### src/design/snt_pkg.sv
// shared types and codes for the sorted node table
package snt_pkg;

  typedef enum logic [1:0] {
    OP_INSERT = 2'd0,
    OP_DELETE = 2'd1,
    OP_FIND   = 2'd2,
    OP_SPARE  = 2'd3
  } op_t;

  localparam logic [2:0] ST_OK      = 3'd0;
  localparam logic [2:0] ST_FULL    = 3'd1;
  localparam logic [2:0] ST_DUP     = 3'd2;
  localparam logic [2:0] ST_MISSING = 3'd3;
  localparam logic [2:0] ST_UNDER   = 3'd4;

  localparam int unsigned REG_MAX_KEYS = 0;
  localparam int unsigned REG_MIN_KEYS = 1;

  typedef struct packed {
    logic [1:0]  op;
    logic [31:0] key;
    logic [31:0] value;
  } in_item_t;

  typedef struct packed {
    logic [2:0]  status;
    logic [31:0] found_value;
    logic [6:0]  position;
    logic [6:0]  entry_count;
  } out_item_t;

  // controller to datapath
  typedef struct packed {
    logic load;       // capture request, start search
    logic srch_rd;    // issue read of mid
    logic srch_step;  // update lo/hi from read data
    logic hit_rd;     // read at lo
    logic hit_chk;    // evaluate hit
    logic mv_rd;      // read source slot of a move
    logic mv_wr;      // write moved entry
    logic put_wr;     // write new entry at pos
    logic finish;     // update count, build result
  } snt_cmd_t;

  // datapath to controller
  typedef struct packed {
    logic srch_done;
    logic mv_done;
    logic do_ins;
    logic do_del;
  } snt_sts_t;

endpackage

### src/design/snt_ram.sv
// generic single port ram with registered read
module snt_ram #(
  parameter int WIDTH = 32,
  parameter int DEPTH = 64
) (
  input  logic                     clk,
  input  logic                     we,
  input  logic [$clog2(DEPTH)-1:0] addr,
  input  logic [WIDTH-1:0]         wdata,
  output logic [WIDTH-1:0]         rdata
);
  logic [WIDTH-1:0] mem [DEPTH];

  always_ff @(posedge clk) begin
    if (we) begin
      mem[addr] <= wdata;
    end
    rdata <= mem[addr];
  end
endmodule

### src/design/snt_ctrl.sv
// sequencer for search, move and write phases
module snt_ctrl
  import snt_pkg::*;
(
  input  logic     clk,
  input  logic     rst_n,
  input  logic     in_valid,
  output logic     in_stall,
  output logic     out_valid,
  input  logic     out_stall,
  input  snt_sts_t sts,
  output snt_cmd_t cmd
);
  typedef enum logic [8:0] {
    S_IDLE  = 9'b000000001,
    S_SRD   = 9'b000000010,
    S_SSTEP = 9'b000000100,
    S_HRD   = 9'b000001000,
    S_HCHK  = 9'b000010000,
    S_MRD   = 9'b000100000,
    S_MWR   = 9'b001000000,
    S_PUT   = 9'b010000000,
    S_FIN   = 9'b100000000
  } state_t;

  state_t state_r, state_nxt;
  logic   out_valid_r, out_valid_nxt;

  assign out_valid = out_valid_r;
  assign in_stall  = (state_r != S_IDLE) || (out_valid_r && out_stall);

  always_comb begin
    state_nxt     = state_r;
    out_valid_nxt = out_valid_r && out_stall;
    cmd           = '0;
    case (state_r)
      S_IDLE: begin
        if (in_valid && !in_stall) begin
          cmd.load  = 1'b1;
          state_nxt = S_SRD;
        end
      end
      S_SRD: begin
        if (sts.srch_done) begin
          cmd.hit_rd = 1'b1;
          state_nxt  = S_HCHK;
        end else begin
          cmd.srch_rd = 1'b1;
          state_nxt   = S_SSTEP;
        end
      end
      S_SSTEP: begin
        cmd.srch_step = 1'b1;
        state_nxt     = S_SRD;
      end
      S_HRD: begin
        cmd.hit_rd = 1'b1;
        state_nxt  = S_HCHK;
      end
      S_HCHK: begin
        cmd.hit_chk = 1'b1;
        state_nxt   = S_MRD;
      end
      S_MRD: begin
        if (!(sts.do_ins || sts.do_del) || sts.mv_done) begin
          state_nxt = sts.do_ins ? S_PUT : S_FIN;
        end else begin
          cmd.mv_rd = 1'b1;
          state_nxt = S_MWR;
        end
      end
      S_MWR: begin
        cmd.mv_wr = 1'b1;
        state_nxt = S_MRD;
      end
      S_PUT: begin
        cmd.put_wr = 1'b1;
        state_nxt  = S_FIN;
      end
      S_FIN: begin
        cmd.finish    = 1'b1;
        out_valid_nxt = 1'b1;
        state_nxt     = S_IDLE;
      end
      default: state_nxt = S_IDLE;
    endcase
  end

  always_ff @(posedge clk) begin
    if (!rst_n) begin
      state_r     <= S_IDLE;
      out_valid_r <= 1'b0;
    end else begin
      state_r     <= state_nxt;
      out_valid_r <= out_valid_nxt;
    end
  end
endmodule

### src/design/snt_dp.sv
// node storage, search bounds, move pointer and result register
module snt_dp
  import snt_pkg::*;
#(
  parameter int CAPACITY   = 64,
  parameter int KEY_BITS   = 32,
  parameter int VALUE_BITS = 32
) (
  input  logic      clk,
  input  logic      rst_n,
  input  in_item_t  in_data,
  input  logic [6:0] max_keys,
  input  logic [5:0] min_keys,
  input  snt_cmd_t  cmd,
  output snt_sts_t  sts,
  output out_item_t out_data
);
  localparam int AW = $clog2(CAPACITY);
  localparam int CW = $clog2(CAPACITY + 1);

  logic [1:0]            op_r;
  logic [KEY_BITS-1:0]   key_r;
  logic [VALUE_BITS-1:0] val_r;
  logic [CW-1:0]         cnt_r, lo_r, hi_r, ptr_r;
  logic                  hit_r, ins_r, del_r;
  logic [2:0]            stat_r;
  logic [VALUE_BITS-1:0] fval_r;
  out_item_t             res_r;

  logic [CW-1:0]         mid;
  logic [AW-1:0]         addr;
  logic                  we;
  logic [KEY_BITS-1:0]   kw, kr;
  logic [VALUE_BITS-1:0] vw, vr;
  logic                  hit;
  logic                  is_find;

  assign mid     = lo_r + ((hi_r - lo_r) >> 1);
  assign hit     = (lo_r < cnt_r) && (kr == key_r);
  assign is_find = (op_r == OP_FIND) || (op_r == OP_SPARE);

  // insert moves ptr-1 -> ptr downward from count, delete moves ptr+1 -> ptr
  always_comb begin
    addr = '0;
    we   = 1'b0;
    kw   = kr;
    vw   = vr;
    if (cmd.srch_rd) begin
      addr = mid[AW-1:0];
    end else if (cmd.hit_rd) begin
      addr = lo_r[AW-1:0];
    end else if (cmd.mv_rd) begin
      addr = ins_r ? AW'(ptr_r - 1'b1) : AW'(ptr_r + 1'b1);
    end else if (cmd.mv_wr) begin
      addr = ptr_r[AW-1:0];
      we   = 1'b1;
    end else if (cmd.put_wr) begin
      addr = lo_r[AW-1:0];
      we   = 1'b1;
      kw   = key_r;
      vw   = val_r;
    end
  end

  snt_ram #(.WIDTH(KEY_BITS), .DEPTH(CAPACITY)) u_keys (
    .clk(clk), .we(we), .addr(addr), .wdata(kw), .rdata(kr)
  );
  snt_ram #(.WIDTH(VALUE_BITS), .DEPTH(CAPACITY)) u_vals (
    .clk(clk), .we(we), .addr(addr), .wdata(vw), .rdata(vr)
  );

  assign sts.srch_done = (lo_r >= hi_r);
  assign sts.do_ins    = ins_r;
  assign sts.do_del    = del_r;
  assign sts.mv_done   = ins_r ? (ptr_r <= lo_r) : (CW'(ptr_r + 1'b1) >= cnt_r);
  assign out_data      = res_r;

  always_ff @(posedge clk) begin
    if (cmd.load) begin
      op_r  <= in_data.op;
      key_r <= KEY_BITS'(in_data.key);
      val_r <= VALUE_BITS'(in_data.value);
      lo_r  <= '0;
      hi_r  <= cnt_r;
    end
    if (cmd.srch_step) begin
      if (kr < key_r) begin
        lo_r <= CW'(hi_r == lo_r ? lo_r : lo_r + ((hi_r - lo_r) >> 1) + 1'b1);
      end else begin
        hi_r <= lo_r + ((hi_r - lo_r) >> 1);
      end
    end
    if (cmd.hit_chk) begin
      hit_r  <= hit;
      fval_r <= '0;
      stat_r <= ST_OK;
      ins_r  <= 1'b0;
      del_r  <= 1'b0;
      ptr_r  <= hit ? lo_r : cnt_r;
      case (op_r)
        OP_INSERT: begin
          if ((32'(cnt_r) + 32'd1 > 32'(max_keys)) || (32'(cnt_r) >= CAPACITY)) begin
            stat_r <= ST_FULL;
          end else if (hit) begin
            stat_r <= ST_DUP;
          end else begin
            ins_r <= 1'b1;
            ptr_r <= cnt_r;
          end
        end
        OP_DELETE: begin
          if (!hit) begin
            stat_r <= ST_MISSING;
          end else if (32'(cnt_r) <= 32'(min_keys)) begin
            stat_r <= ST_UNDER;
          end else begin
            del_r <= 1'b1;
            ptr_r <= lo_r;
          end
        end
        default: begin
          if (hit) begin
            fval_r <= vr;
          end else begin
            stat_r <= ST_MISSING;
          end
        end
      endcase
    end
    if (cmd.mv_wr) begin
      ptr_r <= ins_r ? CW'(ptr_r - 1'b1) : CW'(ptr_r + 1'b1);
    end
    if (cmd.finish) begin
      res_r.status      <= stat_r;
      res_r.found_value <= (is_find && hit_r) ? 32'(fval_r) : 32'd0;
      res_r.position    <= 7'(lo_r);
      res_r.entry_count <= 7'(ins_r ? cnt_r + 1'b1 : del_r ? cnt_r - 1'b1 : cnt_r);
    end
    if (!rst_n) begin
      cnt_r <= '0;
    end else if (cmd.finish) begin
      cnt_r <= ins_r ? CW'(cnt_r + 1'b1) : del_r ? CW'(cnt_r - 1'b1) : cnt_r;
    end
  end
endmodule

### src/design/sorted_node_table_top.sv
// sorted b-tree leaf node: insert, delete and find on a sorted array
// sequence: binary search over the stored keys, hit check, a read and a write per moved
//   entry, then the new entry's write for an insert, then the result
// throughput: one request at a time; the next is taken the cycle its result leaves; the
//   single memory port sets the move rate
// reset: synchronous active low; count clears to zero, max_keys 64, min_keys 32
module sorted_node_table_top
  import snt_pkg::*;
#(
  parameter int CAPACITY   = 64,
  parameter int KEY_BITS   = 32,
  parameter int VALUE_BITS = 32
) (
  input  logic        clk,
  input  logic        rst_n,
  input  logic        in_valid,
  output logic        in_stall,
  input  in_item_t    in_data,
  output logic        out_valid,
  input  logic        out_stall,
  output out_item_t   out_data,
  input  logic        cfg_psel,
  input  logic        cfg_penable,
  input  logic        cfg_pwrite,
  input  logic [2:0]  cfg_paddr,
  input  logic [31:0] cfg_pwdata,
  output logic [31:0] cfg_prdata,
  output logic        cfg_pready
);
  logic [6:0] max_keys_r;
  logic [5:0] min_keys_r;
  snt_cmd_t   cmd;
  snt_sts_t   sts;

  assign cfg_pready = 1'b1;

  always_ff @(posedge clk) begin
    if (!rst_n) begin
      max_keys_r <= 7'd64;
      min_keys_r <= 6'd32;
    end else if (cfg_psel && cfg_penable && cfg_pwrite) begin
      if (cfg_paddr[2] == 1'(REG_MAX_KEYS)) begin
        max_keys_r <= cfg_pwdata[6:0];
      end else begin
        min_keys_r <= cfg_pwdata[5:0];
      end
    end
  end

  always_comb begin
    cfg_prdata = '0;
    if (cfg_paddr[2] == 1'(REG_MIN_KEYS)) begin
      cfg_prdata[5:0] = min_keys_r;
    end else begin
      cfg_prdata[6:0] = max_keys_r;
    end
  end

  snt_ctrl u_ctrl (
    .clk(clk), .rst_n(rst_n), .in_valid(in_valid), .in_stall(in_stall),
    .out_valid(out_valid), .out_stall(out_stall), .sts(sts), .cmd(cmd)
  );

  snt_dp #(.CAPACITY(CAPACITY), .KEY_BITS(KEY_BITS), .VALUE_BITS(VALUE_BITS)) u_dp (
    .clk(clk), .rst_n(rst_n), .in_data(in_data), .max_keys(max_keys_r),
    .min_keys(min_keys_r), .cmd(cmd), .sts(sts), .out_data(out_data)
  );
endmodule
### config.mk
export PLATFORM = sky130hd
export DESIGN_NAME = sorted_node_table_top
export DESIGN_NICKNAME = d
export VERILOG_FILES = /design/src/design/snt_pkg.sv /design/src/design/snt_ram.sv /design/src/design/snt_ctrl.sv /design/src/design/snt_dp.sv /design/src/design/sorted_node_table_top.sv
export SDC_FILE = /design/constraint.sdc
export NUM_CORES = 2
export LEC_CHECK = 0
export ABC_CLOCK_PERIOD_IN_PS = 7150
export BUFFER_PORTS_ARGS = -buffer_cell sky130_fd_sc_hd__buf_2
export CORE_UTILIZATION = 65
export CTS_BUF_LIST = sky130_fd_sc_hd__clkbuf_4 sky130_fd_sc_hd__clkbuf_8
export DETAILED_ROUTE_END_ITERATION = 8
export PLACE_DENSITY_LB_ADDON = 0.25
export SYNTH_ARGS = -nofsm -noshare
export SYNTH_HDL_FRONTEND = slang
export SYNTH_HIERARCHICAL = 1
export SYNTH_SLANG_ARGS = --single-unit
### constraint.sdc
create_clock -name clk -period 7.15 [get_ports clk]
set_clock_uncertainty 0.05 [all_clocks]
set_input_delay 1.43 -clock clk [delete_from_list [all_inputs] [get_ports clk]]
set_output_delay 1.43 -clock clk [all_outputs]
set_load 0.03 [all_outputs]
==> results.tsv <==
metric	value	unit
yosysMostFrequentCell	edfxtp_1	
holdWs	0.433	ns
wl_met1	160000	um
p_switching	14.3	mW
synth-seq-cells	4363	
wl_met3	54200	um
core-area	0.259	sq mm
cp.required	8.01	ns
slowest_delay	0.78	ns
drcViolationCount	0	
cp_slowest_cell	a2111oi_1	
hold_viol_final	0	
async_flop_share	0	%
ys.flop_type	edfxtp_1	
cp.arrival	7.70	ns
cts_root_buffer	clkbuf_8	
fin_cells	14228	
post-dp-hpwl	280000	um
ys_seq_area_share	76.8	%
yosysTopAreaCellShare	75.6	%
synth_area	0.169	sq mm
cp_cell_sequence	inv_1 > ha_1 > ha_1 > a21o_1 > a21o_1 > a211o_1 > o2111ai_1 > a22oi_1 > o21bai_1 > nor2_1 > buf_4 > nor2_1 > a21oi_1 > a2bb2oi_1 > o21ai_4 > buf_12 > inv_1 > nor2_2 > buf_4 > a22oi_1 > a31oi_1 > a2111oi_1 > buf_4 > nand3_1	
clkLatencyLatePin	1.07	ns
tightestPinTransition	1.44	ns
drive_gt1_share	24.0	%
yosysWarnings	6	
dp_cells	12997	
cp-start-kind	register	
cap_viol_max_count	0	
cts_made_buffers	666	
max_slew_margin	3.68	%
cts_htree_levels	6	
end_kind	register	
die-area	0.263	sq mm
path_delay_family	compound AO/OA/AOI/OAI gates	
path_common_cell	buf_4	
power.density	294	mW/mm^2
drt-initial-drc-count	14177	
power.leakage	62.7	nW
hold_class	reg -> reg	
swShare	25.1	%
ys_types	93	
antenna_found_initial	31	
first_global_vias	96621	
vdd_drop_max	0.000234	V
max_freq	0.146	GHz
cp_num_cells	24	
vias	98418	
first_pass_iters	8	
fin_crit	6.84	ns
clockPowerShare	35.9	%
place_congestion	0.954	
clock_sinks	4363	
grt_pass1_wl	658000	um
overflow	0	
worst-setup-path-type	reg -> reg	
placed_cell_area	0.179	sq mm
intPower	42.4	mW
drv_slew	0	
drt-wirelength-per-cell	32.3	um
path_max_fanout	23	
nFillCells	14592	
cts_tree	built	
routed_wl	460000	um
synth_top_area_cell	edfxtp_1	
comb_power_share	10.9	%
top_layer	met5	
ff2ff_setup_slack	0.31	ns
clockBufferDepth	4	
hold_path_depth	0	
dieHeight	512	um
antenna_left	0	
top_level_ports	192	
synthTopCellsByCount	edfxtp_1 (4,263), mux2i_1 (551), a22oi_1 (379), clkbuf_1 (369), a221oi_1 (353)	
area_delta_synth_final	13.7	%
grt_use_total	34.8	%
via_per_inst	6.92	
io_buffers	138	
worst-path-buf-inv	6	
postCtsHoldBufs	0	
rsz0062_at_grt	no	
synthTopCellsByArea	edfxtp_1 (76%), mux2i_1 (3.3%), mux4_2 (2.6%)	
fin_area	0.193	sq mm
clk_pin_slew	0.06	ns
postLayoutCoreUtil	74.3	%
postSynthAreaPerCell	17.8	sq um
ff2ff_path_depth	24	
outcome	finished, final reports clean	
start_util	65.3	%
die_width	512	um
rows	187	
min_period_over_period	95.7	%
syn_inst	9502	
synth-edff-count	4263	
wl_met2	214000	um
layout.nets	10460	
seqPwrFrac	53.2	%
setup_viol_count_final	0	
grt_max_degree	109	
==> state kept, by name (all words and copies together) (netlist names) <==
signal,cells
u_dp/val_r,32
u_dp/u_vals/mem,2048
u_dp/u_keys/rdata,32
u_dp/ins_r,1
u_dp/out_data,49
max_keys_r,7
u_dp/key_r,32
u_dp/hi_r,7
min_keys_r,6
u_dp/cnt_r,7
u_dp/fval_r,32
u_dp/ptr_r,7
u_dp/stat_r,3
u_ctrl/state_r,8
u_dp/hit_r,1
u_dp/lo_r,7
u_dp/del_r,1
u_dp/op_r,2
u_dp/u_keys/mem,2048
u_ctrl/out_valid,1
u_dp/u_vals/rdata,32
==> path summary, 6_finish.rpt <==
check | end | start
worst max register to register | u_dp/u_vals/rdata[12]$_DFF_P_ | u_dp/ptr_r[0]$_DFFE_PP_
worst min register to register | u_dp/out_data[48]$_DFFE_PP_ | u_dp/stat_r[2]$_DFFE_PP_
worst min-delay path | u_dp/out_data[48]$_DFFE_PP_ | u_dp/stat_r[2]$_DFFE_PP_
worst max-delay path | u_dp/u_vals/rdata[12]$_DFF_P_ | u_dp/ptr_r[0]$_DFFE_PP_
==> cells in the final DEF (no fill, tap or decap), drive strengths merged, types with 235 or more instances in the layout <==
cell type	synthesis	final
nor2	324	324
and3	239	239
a221oi	353	353
o21ai	235	235
a22oi	379	379
clkbuf	371	941
a21oi	276	276
edfxtp	4263	4263
buf	301	745
mux2	346	346
mux2i	551	551
==> power by group through the flow <==
| stage | combinational, mW | clock [mW] | sequential [mW] |
|---|---|---|---|
| final | 6.20 | 20.3 | 30.1 |
| after global routing | 6.41 | 21.5 | 30.1 |
| after detailed placement | 6.00 | 0 | 30.6 |
| after CTS | 6.03 | 20.5 | 30.1 |
| after floorplan | 3.21 | 0 | 30.6 |
| after global placement | 5.75 | 0 | 30.6 |
==> cell families (layout without fill, tap and decap cells) <==
kind of cell,count (synthesis),in the layout,share of synthesized area [%]
flops,4363,4363,76.8
compound gates,2023,2023,8.67
mux,1089,1089,8.12
xor+xnor,40,40,0.207
buf+inv,750,2004,1.98
fa+ha+maj,85,85,0.637
other cells,2,72,0.00443
simple gates,1150,1150,3.61
==> metal layers <==
layer  vias up  GRT usage, %
li1      40600             -
met1     49464          46.4
met2      7097          53.6
met3      1243          6.91
met4        14          21.1
met5         -             0
==> area by class of cell <==
cell class | count | area (sq um) | share of cell area [%]
Antenna cell | 46 | 115 | 0.0598
Clock buffer | 941 | 11500 | 5.96
Clock inverter | 240 | 1600 | 0.833
Inverter | 78 | 308 | 0.160
Multi-Input combinational cell | 4413 | 37800 | 19.6
Sequential cell | 4363 | 130000 | 67.5
Tap cell | 3402 | 4260 | 2.21
Timing Repair Buffer | 745 | 6970 | 3.62
==> timing repair <==
| item | in CTS | in global routing |
|---|---|---|
| gates cloned | 0 | 0 |
| gates resized for setup | 1 | 2 |
| endpoints found under the setup margin | 1 | 3 |
| pin swaps | 0 | 1 |
| setup buffers | 0 | 4 |
==> worst register-to-register path, delay by kind of cell (launching register included) <==
kind | cells | cell delay (ns)
AOI/OAI and AO/OA | 12 | 2.81
and+or+nand+nor | 4 | 0.88
buffers and inverters | 6 | 1.79
adders and majority gates | 2 | 0.62
DFF | 1 | 0.52
==> per-stage QoR <==
| stage | setup WS, ns | power, mW | TNS (ns) |
|---|---|---|---|
| after detailed placement | -0.0669 | 36.6 | -0.0669 |
| after global placement | 0.0130 | 36.4 | 0 |
| after CTS | 0.149 | 56.6 | 0 |
| after global routing | 0.161 | 58.1 | 0 |
| final | 0.310 | 56.7 | 0 |
| after floorplan | 0.745 | 33.9 | 0 |
No activity file was read; power rests on OpenSTA's default activity.
